===== src/hdl/dlmc_pkg.sv =====
`timescale 1ns / 1ps

package dlmc_pkg;

    // LED pattern bits: bit 0 red, bit 1 yellow, bit 2 green
    typedef logic [2:0] t_led_pat;
    typedef logic [1:0] t_mode;
    typedef logic [1:0] t_cfg_idx;

    localparam int unsigned CNT_W = 16;
    typedef logic [CNT_W-1:0] t_cnt;

    localparam t_cnt CNT_MAX = {CNT_W{1'b1}};

    localparam t_led_pat PAT_OFF    = 3'b000;
    localparam t_led_pat PAT_RED    = 3'b001;
    localparam t_led_pat PAT_YELLOW = 3'b010;
    localparam t_led_pat PAT_GREEN  = 3'b100;
    localparam t_led_pat PAT_ALL    = 3'b111;

    localparam t_mode MODE_OFF     = 2'd0;
    localparam t_mode MODE_TRAFFIC = 2'd1;
    localparam t_mode MODE_STROBE  = 2'd2;
    localparam t_mode MODE_SOLID   = 2'd3;

    localparam logic [1:0] STEP_RED    = 2'd0;
    localparam logic [1:0] STEP_YELLOW = 2'd1;
    localparam logic [1:0] STEP_GREEN  = 2'd2;
    localparam logic [1:0] STEP_SPARE  = 2'd3;

    localparam t_cfg_idx REG_DEBOUNCE_LIMIT = 2'd0;
    localparam t_cfg_idx REG_TRAFFIC_PERIOD = 2'd1;
    localparam t_cfg_idx REG_STROBE_PERIOD  = 2'd2;

    localparam t_cnt RST_DEBOUNCE_LIMIT = 16'd50;
    localparam t_cnt RST_TRAFFIC_PERIOD = 16'd800;
    localparam t_cnt RST_STROBE_PERIOD  = 16'd100;

    // saturating increment
    function automatic t_cnt sat_inc(input t_cnt v);
        sat_inc = (v == CNT_MAX) ? CNT_MAX : v + t_cnt'(1);
    endfunction

endpackage


===== src/hdl/debounced_led_mode_controller_unit.sv =====
`timescale 1ns / 1ps

// Channel  | Direction | Handshake                    | Payload
// ---------+-----------+------------------------------+---------------------------------
// in       | sink      | i_in_valid / o_in_stall      | i_button_raw
// out      | source    | o_out_valid / i_out_stall    | o_led_red/yellow/green, o_mode_now,
//          |           |                              | o_press_seen
// cfg      | sink      | i_cfg_valid / o_cfg_ready    | i_cfg_index, i_cfg_data
//
// One tick word per cycle while no held result is stalled: each accepted word
// updates every state register in the same cycle and loads the result word. The
// critical path runs from the 16-bit debounce counter increment through the limit
// compare and the press into the period compare.
// Synchronous active-low reset returns the mode to off with all LEDs dark, the
// button to released, and the registers to their default limits.
// A stalled result word holds; the input stalls only while a held result is
// stalled, so a result taken in the same cycle frees the slot for the next word.

module debounced_led_mode_controller_unit
    import dlmc_pkg::*;
(
    input  logic        i_clk,
    input  logic        i_rst_n,

    input  logic        i_in_valid,
    output logic        o_in_stall,
    input  logic        i_button_raw,

    output logic        o_out_valid,
    input  logic        i_out_stall,
    output logic        o_led_red,
    output logic        o_led_yellow,
    output logic        o_led_green,
    output logic [1:0]  o_mode_now,
    output logic        o_press_seen,

    input  logic        i_cfg_valid,
    output logic        o_cfg_ready,
    input  logic [1:0]  i_cfg_index,
    input  logic [15:0] i_cfg_data
);

    // configuration
    t_cnt r_debounce_limit;
    t_cnt r_traffic_period;
    t_cnt r_strobe_period;

    // tick state
    t_mode      r_mode,       n_mode;
    logic       r_last_raw,   n_last_raw;
    logic       r_stable,     n_stable;
    t_cnt       r_deb_cnt,    n_deb_cnt;
    t_cnt       r_phase_cnt,  n_phase_cnt;
    logic [1:0] r_step,       n_step;
    logic       r_strobe_on,  n_strobe_on;
    t_led_pat   r_pattern,    n_pattern;

    // result word
    logic       r_out_valid;
    logic       r_press,      n_press;

    logic       in_accept;
    logic       out_take;

    assign out_take    = r_out_valid && !i_out_stall;
    assign o_in_stall  = r_out_valid && i_out_stall;
    assign in_accept   = i_in_valid && !o_in_stall;
    assign o_cfg_ready = 1'b1;

    // The result word is the state after the tick; state moves only when a
    // new result loads, so the state registers double as the result payload.
    assign o_out_valid  = r_out_valid;
    assign o_led_red    = r_pattern[0];
    assign o_led_yellow = r_pattern[1];
    assign o_led_green  = r_pattern[2];
    assign o_mode_now   = r_mode;
    assign o_press_seen = r_press;

    // Per-tick update: debounce, press, mode entry, periodic pattern step.
    always_comb begin
        n_mode      = r_mode;
        n_stable    = r_stable;
        n_step      = r_step;
        n_strobe_on = r_strobe_on;
        n_pattern   = r_pattern;
        n_press     = 1'b0;
        n_last_raw  = i_button_raw;

        n_phase_cnt = sat_inc(r_phase_cnt);

        // restart the hold counter on any raw edge
        if (i_button_raw != r_last_raw) begin
            n_deb_cnt = '0;
        end else begin
            n_deb_cnt = sat_inc(r_deb_cnt);
        end

        // accept the level once it has held past the limit; a fall is a press
        if ((n_deb_cnt > r_debounce_limit) && (i_button_raw != r_stable)) begin
            n_stable = i_button_raw;
            n_press  = !i_button_raw;
        end

        // advance the mode and apply its entry pattern
        if (n_press) begin
            n_mode      = r_mode + t_mode'(1);
            n_phase_cnt = '0;
            n_step      = STEP_RED;
            n_strobe_on = 1'b0;
            case (n_mode)
                MODE_OFF:     n_pattern = PAT_OFF;
                MODE_TRAFFIC: n_pattern = PAT_RED;
                MODE_STROBE: begin
                    n_pattern   = PAT_ALL;
                    n_strobe_on = 1'b1;
                end
                default:      n_pattern = PAT_ALL;
            endcase
        end

        // periodic step; after a press it fires only for a zero period
        if (n_mode == MODE_TRAFFIC) begin
            if (n_phase_cnt >= r_traffic_period) begin
                n_phase_cnt = '0;
                case (n_step)
                    STEP_RED: begin
                        n_step    = STEP_YELLOW;
                        n_pattern = PAT_YELLOW;
                    end
                    STEP_YELLOW: begin
                        n_step    = STEP_GREEN;
                        n_pattern = PAT_GREEN;
                    end
                    STEP_GREEN: begin
                        n_step    = STEP_RED;
                        n_pattern = PAT_RED;
                    end
                    default: begin
                        // spare step wraps onto yellow
                        n_step    = STEP_YELLOW;
                        n_pattern = PAT_YELLOW;
                    end
                endcase
            end
        end else if (n_mode == MODE_STROBE) begin
            if (n_phase_cnt >= r_strobe_period) begin
                n_phase_cnt = '0;
                n_strobe_on = !n_strobe_on;
                n_pattern   = n_strobe_on ? PAT_ALL : PAT_OFF;
            end
        end
    end

    // configuration registers
    always_ff @(posedge i_clk) begin
        if (!i_rst_n) begin
            r_debounce_limit <= RST_DEBOUNCE_LIMIT;
            r_traffic_period <= RST_TRAFFIC_PERIOD;
            r_strobe_period  <= RST_STROBE_PERIOD;
        end else if (i_cfg_valid && o_cfg_ready) begin
            case (i_cfg_index)
                REG_DEBOUNCE_LIMIT: r_debounce_limit <= i_cfg_data;
                REG_TRAFFIC_PERIOD: r_traffic_period <= i_cfg_data;
                REG_STROBE_PERIOD:  r_strobe_period  <= i_cfg_data;
                default: ;  // drop writes to unknown indexes
            endcase
        end
    end

    // tick state and result word
    always_ff @(posedge i_clk) begin
        if (!i_rst_n) begin
            r_mode      <= MODE_OFF;
            r_last_raw  <= 1'b1;
            r_stable    <= 1'b1;
            r_deb_cnt   <= '0;
            r_phase_cnt <= '0;
            r_step      <= STEP_RED;
            r_strobe_on <= 1'b0;
            r_pattern   <= PAT_OFF;
            r_press     <= 1'b0;
            r_out_valid <= 1'b0;
        end else begin
            if (in_accept) begin
                r_mode      <= n_mode;
                r_last_raw  <= n_last_raw;
                r_stable    <= n_stable;
                r_deb_cnt   <= n_deb_cnt;
                r_phase_cnt <= n_phase_cnt;
                r_step      <= n_step;
                r_strobe_on <= n_strobe_on;
                r_pattern   <= n_pattern;
                r_press     <= n_press;
                r_out_valid <= 1'b1;
            end else if (out_take) begin
                r_out_valid <= 1'b0;
            end
        end
    end

endmodule

===== config.mk =====
export PLATFORM = sky130hd
export DESIGN_NAME = debounced_led_mode_controller_unit
export DESIGN_NICKNAME = d
export VERILOG_FILES = /design/src/hdl/dlmc_pkg.sv /design/src/hdl/debounced_led_mode_controller_unit.sv
export SDC_FILE = /design/constraint.sdc
export NUM_CORES = 1
export LEC_CHECK = 0
export ABC_AREA = 1
export BUFFER_PORTS_ARGS = -buffer_cell sky130_fd_sc_hd__buf_2
export CAP_MARGIN = 25
export CORE_MARGIN = 2
export CORE_UTILIZATION = 36
export CTS_CLUSTER_SIZE = 30
export DETAILED_ROUTE_END_ITERATION = 16
export PLACE_DENSITY = 0.51
export SYNTH_ARGS = -nofsm -noshare
export SYNTH_HDL_FRONTEND = slang
export SYNTH_SLANG_ARGS = --single-unit

===== constraint.sdc =====
create_clock -name i_clk -period 4.6 [get_ports i_clk]
set_input_delay 0.92 -clock i_clk [delete_from_list [all_inputs] [get_ports i_clk]]
set_output_delay 0.92 -clock i_clk [all_outputs]
set_load 0.02 [all_outputs]

**Yosys cells after proc, flatten, opt, wreduce, memory -nomap -nowiden**

Cells that the tools add are included.

- Bits in registers: 92
- Input bits: 24

- Add/sub/neg operators: 3
- Magnitude comparators: 3
- Equal/unequal tests: 12
- Mux-type cells: 29
- Reduce and logical (&&, ||, !) cells: 15

Operators with widths:

| operator | number |
|---|---|
| $mux 16 | 8 |
| $add 16x1->16 const B | 2 |
| $eq 16x16->1 const B | 2 |
| $ge 16x16->1 | 2 |
| $mux 3 | 6 |
| $gt 16x16->1 | 1 |
| $pmux 3 s2 | 2 |
| $eq 2x1->1 const B | 4 |
| $eq 2x2->1 const B | 4 |
| $mux 1 | 8 |
| $mux 2 | 4 |
| $reduce_and 2->1 | 4 |
| $logic_and 1x1->1 | 4 |
| $logic_not 1->1 | 4 |
| $logic_not 2->1 | 2 |
| $pmux 2 s2 | 1 |
| $add 2x1->2 const B | 1 |
| $ne 1x1->1 | 2 |
| $reduce_bool 2->1 | 1 |

**Longest topological paths before layout**

Gate-level depths: netlist of run 1.

- Depth in word-level cells: 11
- Depth in mapped cells: 36

**Least setup slack after synthesis of run 1**

Ideal clock, no wire load.

- Path type: register to register
- Start: register r_deb_cnt[0]
- End: register r_pattern[0]
- Library setup time: 119 ps
- Arrival: 4,331 ps
- Data required time: 4,481 ps
- Setup slack: 150 ps
- Cell stages (with the launch flop): 32
- Path buffers: 2
- Period minus slack after synthesis: 4,450 ps
- Cell sequence: dfxtp_1 ha_1 nand3_1 nor3b_2 nand3_1 nor3_2 nand4_1 xnor2_1 o21ai_1 inv_1 ha_1 nand4_1 nor2_2 nand2_1 nand2_2 nand3_2 buf_4 buf_4 o21ai_1 inv_1 ha_1 nand2_1 inv_1 o21ai_0 a21oi_1 nor2_1 nand3_1 inv_1 nand3_1 nand2_1 a21oi_1 a21oi_1

- Cells in the longest elaborated chain, start to end: 11
- Elaborated cells between the ends (all ways): 24
- Classes of those cells: 1 x add/sub; 3 x order compare; 5 x eq/ne; 14 x mux; 1 x reduce/logical

Ends and longest elaborated chain:

| item | RTL line | source |
|---|---|---|
| from (decl) | debounced_led_mode_controller_unit.sv:52 | `t_cnt r_deb_cnt, n_deb_cnt;` |
| from (signal assigned) | debounced_led_mode_controller_unit.sv:188 | `r_deb_cnt <= n_deb_cnt;` |
| $add 16x1->16 or $eq 16x16->1 (tied branches) | dlmc_pkg.sv:41 | `sat_inc = (v == CNT_MAX) ? CNT_MAX : v + t_cnt'(1);` |
| $mux 16 * | dlmc_pkg.sv:41 |  |
| $mux 16 * | debounced_led_mode_controller_unit.sv:92 | `if (i_button_raw != r_last_raw) begin` |
| via n_deb_cnt[14] | debounced_led_mode_controller_unit.sv:52 |  |
| $gt 16x16->1 * | debounced_led_mode_controller_unit.sv:99 | `if ((n_deb_cnt > r_debounce_limit) && (i_button_raw != r_stable)) begin` |
| $logic_and 1x1->1 * | debounced_led_mode_controller_unit.sv:99 |  |
| $mux 1 * | debounced_led_mode_controller_unit.sv:99 |  |
| $mux 16 (tied with other cells) | debounced_led_mode_controller_unit.sv:105 | `if (n_press) begin` |
| $ge 16x16->1 (tied with other cells) | debounced_led_mode_controller_unit.sv:146 | `if (n_phase_cnt >= r_strobe_period) begin` |
| $mux 3 or $pmux 3 s2 (tied branches) | debounced_led_mode_controller_unit.sv:146, debounced_led_mode_controller_unit.sv:125 |  |
| $mux 3, on equally long branches | debounced_led_mode_controller_unit.sv:145, debounced_led_mode_controller_unit.sv:123 |  |
| $mux 3 * | debounced_led_mode_controller_unit.sv:122 | `if (n_mode == MODE_TRAFFIC) begin` |
| to (signal assigned) | debounced_led_mode_controller_unit.sv:192 | `r_pattern <= n_pattern;` |
| to (decl) | debounced_led_mode_controller_unit.sv:56 | `t_led_pat r_pattern, n_pattern;` |

Mark *: on every way through the listed nets, which the timed path passes. The rest lies on a longest branch.
A chain may end at the register's enable or synchronous reset.

**Worst setup path in the final report of run 1**

- Start: register r_deb_cnt[1]
- End: register r_pattern[2]

The elaborated chain is that of the path after synthesis.

==> results of run 1 <==
[metal layers]
metal	vias up	share of wire	wire length (um)
li1	2862	-	-
met1	2434	0.50	7620
met2	42	0.47	7220
met3	16	0.021	329
met4	0	0.014	213
met5	-	0	0
[how the worst max path moves through the flow]
stage,end,cells past startpoint,slack [ps]
2_1_floorplan,r_pattern[0]$_SDFFE_PN0P_,31,150
3_3_place_gp,r_pattern[2]$_SDFFE_PN0P_,29,-160
3_5_place_dp,r_pattern[0]$_SDFFE_PN0P_,29,-190
4_1_cts,r_pattern[2]$_SDFFE_PN0P_,29,8
5_1_grt,r_pattern[0]$_SDFFE_PN0P_,31,-220
6_report,r_pattern[2]$_SDFFE_PN0P_,31,140
[through the flow]
step           total power [mW]  setup TNS [ps]  area (sq um)
6_report                   2.03               0          7470
5_1_grt                    2.14           -3400          7470
4_1_cts                    2.00               0          6930
3_5_place_dp               1.22           -3040          6600
3_3_place_gp               1.22           -2540          6600
2_1_floorplan              1.11               0          5930
[registers in the layout, summed over array words and instances (netlist names), 2 cells and up]
register          count
r_traffic_period     16
r_strobe_period      16
r_pattern             3
r_deb_cnt            16
o_mode_now            2
r_phase_cnt          16
r_debounce_limit     16
r_step                2
[critical path: cells and delay by family, from the launching register on]
family	cells	cell delay, ps
AND/OR/NAND/NOR	17	1940
buffers and inverters	6	710
adder cells (fa/ha/maj)	3	650
AO/OA/AOI/OAI	4	510
flip-flops	1	370
XOR/XNOR	1	160
[cell usage in the layout (no fill, tap or decap), drive strengths merged, types with 2 or more instances in the layout]
cell    count
clkinv      5
clkbuf      9
buf        97
nor2       59
xnor2       6
inv       136
nand3      41
nand2     158
o21ai      91
o211ai     11
xor2       15
a21oi      98
dfxtp      92
nand4      14
nor3       13
o21a        2
ha         54
[cell families after synthesis]
logic type	after synthesis	synth area share
and+or+nand+nor	288	0.238
AOI/OAI and AO/OA	205	0.188
buffers and inverters	167	0.117
DFF	92	0.310
adders and majority gates	54	0.114
xor gates and xnor gates	21	0.0310
other	1	0.000632
[cell type report]
cell class,instances,area (sq um)
Clock buffer,9,225
Clock inverter,6,72.6
Fill cell,1644,8530
Inverter,137,531
Multi-Input combinational cell,570,3840
Sequential cell,92,1850
Tap cell,216,270
Timing Repair Buffer,97,681
[power groups by stage]
stage               clock [mW]  sequential, mW  combinational (mW)
floorplan                    0           0.877               0.230
global placement             0           0.877               0.348
detailed placement           0           0.876               0.347
CTS                      0.792           0.858               0.352
global route             0.824           0.864               0.451
finish                   0.769           0.859               0.399
[timing repair]
item / in CTS / in global routing
buffers inserted: 0 / 11
pin swaps: 1 / 51
endpoints found under the setup margin: 22 / 22
resized for setup: 5 / 123
cloned: 0 / 1
==> results.cfg, run 1 <==
[finish]
fin_cells = 1127
drive_gt1_frac = 0.273
post-route-util = 0.467
num_antenna_cells = 0
syn2layout_area_growth_pct = 25.9
fin_nets = 985

[min_path]
whs_path_depth = 2
hold_class = flop to flop
hold_start = r_debounce_limit[7]$_SDFFE_PN0P_
hold_end = r_debounce_limit[7]$_SDFFE_PN0P_

[synth]
netlist_top_cells_count = 148 x nand2_1, 132 x inv_1, 92 x dfxtp_1
yosysMostFrequentCell = nand2_1
yosys_most_used_dff = dfxtp_1
synth_seq_cells = 92
synth-async-reset-ratio = 0
syn_inst = 828
synth.area.top_cells = dfxtp_1 31%, ha_1 11%, nand2_1 9.4%
ys_types = 44
avgSynthCellArea_sq_um = 7.17
synthesis.nets = 906
synth_largest_area_cell = dfxtp_1
synth_top_area_share = 0.310
synth_area_sq_um = 5930
yosys_warnings = 0
synth_edf_count = 0
ys_seq_area_frac = 0.310

[clocking]
cts_tree = done
htreeDepth = 3
cts_hold_buf = 0
clk_pin_slew_ps = 70
insertion_delay_ps = 350
cts_buffers = 9
cts_sinks = 92
clockBufferDepth = 2
cts_root_buf = clkbuf_16

[setup_path]
reg2reg_depth = 31
timing.rr.end = r_pattern[2]$_SDFFE_PN0P_
cp.arrival_ps = 4700
cp-start-kind = flop
reg2reg_from = r_deb_cnt[1]$_SDFFE_PN0P_
cp_common_cell = nand2_1
rrSetupSlack_ps = 140
max_stage_delay_ps = 370
cp_slowest_cell = dfxtp_4
crit_type = flop to flop
cp_max_fo = 8
cp_data_required_time_ps = 4840
end_kind = flop
crit_start = r_deb_cnt[1]$_SDFFE_PN0P_

[timing]
tightestPinTransition_ps = 940
fin_skew_ps = 8.25
final_max_slew_viol_count = 0
finalHoldViolCount = 0
rsz0062_at_grt = yes
layout_setup_ws_ps = 139
fin_hold_ws_ps = 463
finalSetupViolCount = 0
fin_crit_sh = 0.970
timing.final.crit_period_ps = 4460
max_slew_margin = 0.372
fmax_ghz = 0.224

[global_routing]
use_met2 = 0.281
grt_pass1_wl_mm = 24.4
antenna_found_initial = 0
busiest_layer = met2
grt_overflow = 0
track_usage = 0.174
grt_max_degree = 56
grtUsageMet1 = 0.232
grt_pass1_vias = 4878
met3_usage = 0.0404

[floorplanning]
initial_utilization = 0.371
die_area_sq_um = 17500
core-area_sq_um = 16000
die_y_um = 132
io_pins = 33
core.rowCount = 46
die_w_um = 132

[pwr]
p_leak_nw = 3.53
internal_power_mw = 1.42
seq_power_share = 0.424
power.density_nw_per_um2 = 271
combPwrFrac = 0.197
clock_power_share = 0.379
sw_frac_of_total = 0.300
ir_worst_vdd_mv = 0.179
switchingPower_mw = 0.609

[drt]
wl_per_cell_um = 13.6
wirelength_mm = 15.4
drcViolationCount = 0
dr.first_iter.drc_count = 278
via_per_inst = 4.75
ant_nets = 0
dr.pass1.iters = 4
routed-via-count = 5354

[placed_design]
routabilityCongestion = 0.832
dp_slack_ps = -193
dp_hpwl_mm = 11.1
numPortBuffers = 31
place_inst = 1100

[run]
drv_cap = 0

[status]
status = finished clean
No activity file was read; power rests on OpenSTA's default activity.
==> run 2: changes to the inputs <==
--- a/config.mk
+++ b/config.mk
@@ -8,6 +8,7 @@
 export ABC_AREA = 1
 export BUFFER_PORTS_ARGS = -buffer_cell sky130_fd_sc_hd__buf_2
 export CAP_MARGIN = 25
+export CORE_ASPECT_RATIO = 0.5
 export CORE_MARGIN = 2
 export CORE_UTILIZATION = 36
 export CTS_CLUSTER_SIZE = 30
==> run 2 against run 1 <==
Compared with the run above: count of clock-buffer cells in the layout rose by 1; combinational power rose by 12%; register-to-register slack got worse by 70 ps; non-clock buffer count rose by 2; critical endpoint unchanged.
==> results.cfg, run 2 (synthesis gave the netlist of run 1 again) <==
[status]
status = finished clean

[drt]
via_per_inst = 4.88
wl_per_cell_um = 14.8
ant_nets = 0
dr.first_iter.drc_count = 274
routed-via-count = 5582
dr.pass1.iters = 5
wirelength_mm = 17.0
drcViolationCount = 0

[global_routing]
track_usage = 0.189
busiest_layer = met2
grtUsageMet1 = 0.276
use_met2 = 0.298
grt_pass1_wl_mm = 26.0
grt_overflow = 0
grt_pass1_vias = 5032
antenna_found_initial = 0
met3_usage = 0.0289
grt_max_degree = 71

[run]
drv_cap = 0

[min_path]
hold_class = flop to flop
whs_path_depth = 2

[pwr]
p_total_mw = 2.02
ir_worst_vdd_mv = 0.163
p_leak_nw = 3.61
power.density_nw_per_um2 = 258

[setup_path]
crit_type = flop to flop
rrSetupSlack_ps = 60
cp_data_required_time_ps = 4870
cp.arrival_ps = 4810
crit_start = r_deb_cnt[1]$_SDFFE_PN0P_
cp-start-kind = flop
cp_slowest_cell = dfxtp_2
cp_max_fo = 7
end_kind = flop
endpoint = r_pattern[2]$_SDFFE_PN0P_
max_stage_delay_ps = 350
timing.rr.end = r_pattern[2]$_SDFFE_PN0P_
reg2reg_depth = 32
reg2reg_from = r_deb_cnt[1]$_SDFFE_PN0P_

[clocking]
htreeDepth = 3
cts_root_buf = clkbuf_16
clk_pin_slew_ps = 70
cts_buffers = 9
cts_sinks = 92
clockBufferDepth = 2
insertion_delay_ps = 340
cts_tree = done

[timing]
fmax_ghz = 0.220
timing.final.crit_period_ps = 4540
rsz0062_at_grt = yes
final_max_slew_viol_count = 0
tightestPinTransition_ps = 951
finalHoldViolCount = 0
fin_skew_ps = 8.52
layout_setup_ws_ps = 64.8
finalSetupViolCount = 0
setup_tns_ps = 0
max_slew_margin = 0.364
fin_crit_sh = 0.986

[floorplanning]
die_y_um = 94.8
io_pins = 33
die_area_sq_um = 17600
core-area_sq_um = 16300
initial_utilization = 0.365
die_w_um = 186
core.rowCount = 33

[finish]
layout_common_cells = 120 x nand2_1, 115 x inv_1, 88 x dfxtp_1, 78 x a21oi_1, 73 x o21ai_0
mostFrequentLayoutCell = nand2_1
post-route-util = 0.482
num_antenna_cells = 0
fin_nets = 991
drive_gt1_frac = 0.308
syn2layout_area_growth_pct = 32.2

[placed_design]
dp_hpwl_mm = 11.2
numPortBuffers = 31
routabilityCongestion = 0.845
dp_slack_ps = -234
run 2: changes by cell type in the layout (fill, tap and decap cells not counted), moves of 4 or more:
cell     change
nand2_1     -10
nand2_2      +7
o21ai_4      +7
ha_1         -6
ha_4         +6
o21ai_2      -6
buf_12       +5
nand3_1      -5
nand3_4      +5
nand2_4      +4
run 2: metal layers:
layer	wire (um)	share of wire	vias up
met5	0	0	-
met4	99	0.0058	0
met3	546	0.032	9
li1	-	-	2877
met1	8760	0.52	2614
met2	7560	0.45	82
run 2: final cells by class:
| type | count | area (sq um) |
|---|---|---|
| clock inverter | 6 | 40.0 |
| tap | 227 | 284 |
| sequential | 92 | 1850 |
| timing repair buffer | 99 | 743 |
| multi-input combinational | 574 | 4160 |
| clock buffer | 10 | 239 |
| fill | 1622 | 8420 |
| inverter | 137 | 533 |
run 2: worst min-delay path by stage:
stage	start	endpoint	slack (ps)
after floorplan	r_debounce_limit[15]$_SDFFE_PN0P_	r_debounce_limit[15]$_SDFFE_PN0P_	440
after global placement	r_strobe_period[8]$_SDFFE_PN0P_	r_strobe_period[8]$_SDFFE_PN0P_	460
after detailed placement	r_strobe_period[7]$_SDFFE_PN0P_	r_strobe_period[7]$_SDFFE_PN0P_	460
after CTS	r_strobe_period[7]$_SDFFE_PN0P_	r_strobe_period[7]$_SDFFE_PN0P_	470
after global routing	r_strobe_period[8]$_SDFFE_PN0P_	r_strobe_period[8]$_SDFFE_PN0P_	500
final	r_traffic_period[4]$_SDFFE_PN0P_	r_traffic_period[4]$_SDFFE_PN0P_	470
run 2: through the flow:
stage	instance area, sq um	hold slack, ps	std cells
CTS	6910	467	1122
floorplan	5930	435	828
global route	7850	499	1145
finish	7850	468	1145
global placement	6560	459	1103
detailed placement	6560	458	1103
run 2: report_power, final:
group | leakage, nW | internal [mW] | switching, mW
combinational | 2.73 | 0.177 | 0.271
sequential | 0.754 | 0.837 | 0.0249
clock | 0.127 | 0.380 | 0.331
total | 3.61 | 1.39 | 0.628
run 2: worst max-delay path, delay by kind of cell (launching register included):
family | cells | cell delay, ps
buf+inv | 8 | 930
compound gates | 4 | 620
simple gates | 17 | 1880
flops | 1 | 350
fa+ha+maj | 3 | 670
run 2: timing repair:
action,in CTS,in global routing
hold buffers,0,0
pin swaps,3,67
endpoints found under the setup margin,22,22
cloned,2,3
resized for setup,16,153
setup buffers,1,20
endpoints found under the hold margin,0,0
==> run 3: changes to the inputs <==
--- a/config.mk
+++ b/config.mk
@@ -11,9 +11,9 @@
 export CORE_ASPECT_RATIO = 0.5
 export CORE_MARGIN = 2
 export CORE_UTILIZATION = 36
+export CTS_BUF_LIST = sky130_fd_sc_hd__clkbuf_2
 export CTS_CLUSTER_SIZE = 30
 export DETAILED_ROUTE_END_ITERATION = 16
-export PLACE_DENSITY = 0.51
 export SYNTH_ARGS = -nofsm -noshare
 export SYNTH_HDL_FRONTEND = slang
 export SYNTH_SLANG_ARGS = --single-unit
==> run 3 against run 2 <==
Compared with the run above: first-iteration DRC count is 16% lower; clock power is 48% lower; clock skew is 22 ps higher; via count is 3.7% lower; utilization is 3.6 points lower; wire length is 9.5% lower; final cell count is 1.8% lower; critical endpoint is now r_phase_cnt[7]$_SDFFE_PN0P_; largest cell class unchanged.
==> results.cfg, run 3 (synthesis gave the netlist of run 1 again) <==
[timing]
timing.final.crit_period_ps = 4570
rsz0062_at_grt = yes
layout_setup_ws_ps = 31.7
max_slew_margin = 0.327
fin_crit_sh = 0.993
finalSetupViolCount = 0
fmax_ghz = 0.219
fin_skew_ps = 30.2
fin_hold_ws_ps = 482
tightestPinTransition_ps = 1010
final_max_slew_viol_count = 0
finalHoldViolCount = 0

[setup_path]
cp_data_required_time_ps = 5120
max_stage_delay_ps = 400
cp_max_fo = 16
cp.arrival_ps = 5090
cp_common_cell = nand2_1
crit_type = flop to flop
cp_slowest_cell = dfxtp_2
end_kind = flop
cp-start-kind = flop

[clocking]
clk_pin_slew_ps = 260
cts_root_buf = clkbuf_2
insertion_delay_ps = 600
cts_tree = done
htreeDepth = 3
cts_sinks = 92
cts_buffers = 9
clockBufferDepth = 2

[drt]
wirelength_mm = 15.4
routed-via-count = 5376
dr.pass1.iters = 5
wl_met1_mm = 7.74
top_layer_used = met4
dr.first_iter.drc_count = 231
drcViolationCount = 0
ant_nets = 0
via_per_inst = 4.78
wl_per_cell_um = 13.7
wl_met3_um = 428
wl_met2_mm = 6.94

[floorplanning]
core.rowCount = 33
die_w_um = 186
die_area_sq_um = 17600
die_y_um = 94.8
core-area_sq_um = 16300
io_pins = 33
initial_utilization = 0.365

[finish]
syn2layout_area_growth_pct = 22.3
fin_nets = 970
mostFrequentLayoutCell = nand2_1
num_antenna_cells = 0
layout_common_cells = 133 x nand2_1, 118 x inv_1, 89 x dfxtp_1, 76 x a21oi_1, 73 x o21ai_0
drive_gt1_frac = 0.261

[placed_design]
dp_slack_ps = -210
numPortBuffers = 31
dp_hpwl_mm = 10.4
routabilityCongestion = 0.816

[global_routing]
grt_pass1_vias = 4819
antenna_found_initial = 0
track_usage = 0.170
grt_max_degree = 70
grt_overflow = 0
grt_pass1_wl_mm = 23.6

[pwr]
p_leak_nw = 3.38
ir_worst_vdd_mv = 0.106
power.density_nw_per_um2 = 226

[min_path]
hold_class = flop to flop

[run]
drv_cap = 0

[status]
status = finished clean
==> run 3: final cells by class <==
type | instances | area [sq um]
Clock buffer | 10 | 50.0
Clock inverter | 6 | 41.3
Fill cell | 1653 | 9010
Inverter | 137 | 533
Multi-Input combinational cell | 571 | 3930
Sequential cell | 92 | 1850
Tap cell | 227 | 284
Timing Repair Buffer | 81 | 578
==> run 3: stage by stage <==
step	setup TNS (ps)	utilization	std cells	total power, mW	instance area [sq um]
after floorplan	0	-	828	1.11	5930
after global placement	-2360	0.394	1084	1.20	6410
after detailed placement	-3490	0.394	1084	1.20	6410
after CTS	0	0.401	1100	1.57	6520
after global routing	-5930	0.446	1124	1.75	7260
final	0	0.446	1124	1.64	7260
==> run 3: worst max-delay path, delay by kind of cell (launching register included) <==
| family | cells | cell delay [ps] |
|---|---|---|
| simple gates | 16 | 2060 |
| xor+xnor | 1 | 120 |
| fa+ha+maj | 2 | 570 |
| flops | 1 | 400 |
| buf+inv | 7 | 750 |
| compound gates | 4 | 590 |
==> run 3: power by group <==
group / total [mW] / switching, mW / internal, mW
clock network: 0.368 / 0.295 / 0.0729
registers: 0.864 / 0.0237 / 0.840
logic: 0.408 / 0.251 / 0.157
==> run 3: worst paths after layout <==
kind / from / end / depth (start not counted) / slack, ps
worst max-delay path: r_deb_cnt[0]$_SDFFE_PN0P_ / r_phase_cnt[7]$_SDFFE_PN0P_ / 30 / 30
worst min-delay path: r_debounce_limit[10]$_SDFFE_PN0P_ / r_debounce_limit[10]$_SDFFE_PN0P_ / 2 / 480
worst max register to register: r_deb_cnt[0]$_SDFFE_PN0P_ / r_phase_cnt[7]$_SDFFE_PN0P_ / 30 / 30
worst min register to register: r_debounce_limit[10]$_SDFFE_PN0P_ / r_debounce_limit[10]$_SDFFE_PN0P_ / 2 / 480
==> run 3: routing by layer <==
| metal | GRT usage | vias to the layer above |
|---|---|---|
| li1 | - | 2830 |
| met5 | 0 | - |
| met3 | 0.0301 | 20 |
| met4 | 0.0394 | 0 |
| met2 | 0.277 | 78 |
| met1 | 0.235 | 2448 |
==> run 3: repair_timing <==
| action | CTS | global route |
|---|---|---|
| hold buffers | 0 | 0 |
| pin swaps | 0 | 46 |
| endpoints found under the setup margin | 22 | 22 |
| cloned | 0 | 2 |
| gates resized for setup | 4 | 122 |
| buffers inserted | 0 | 22 |
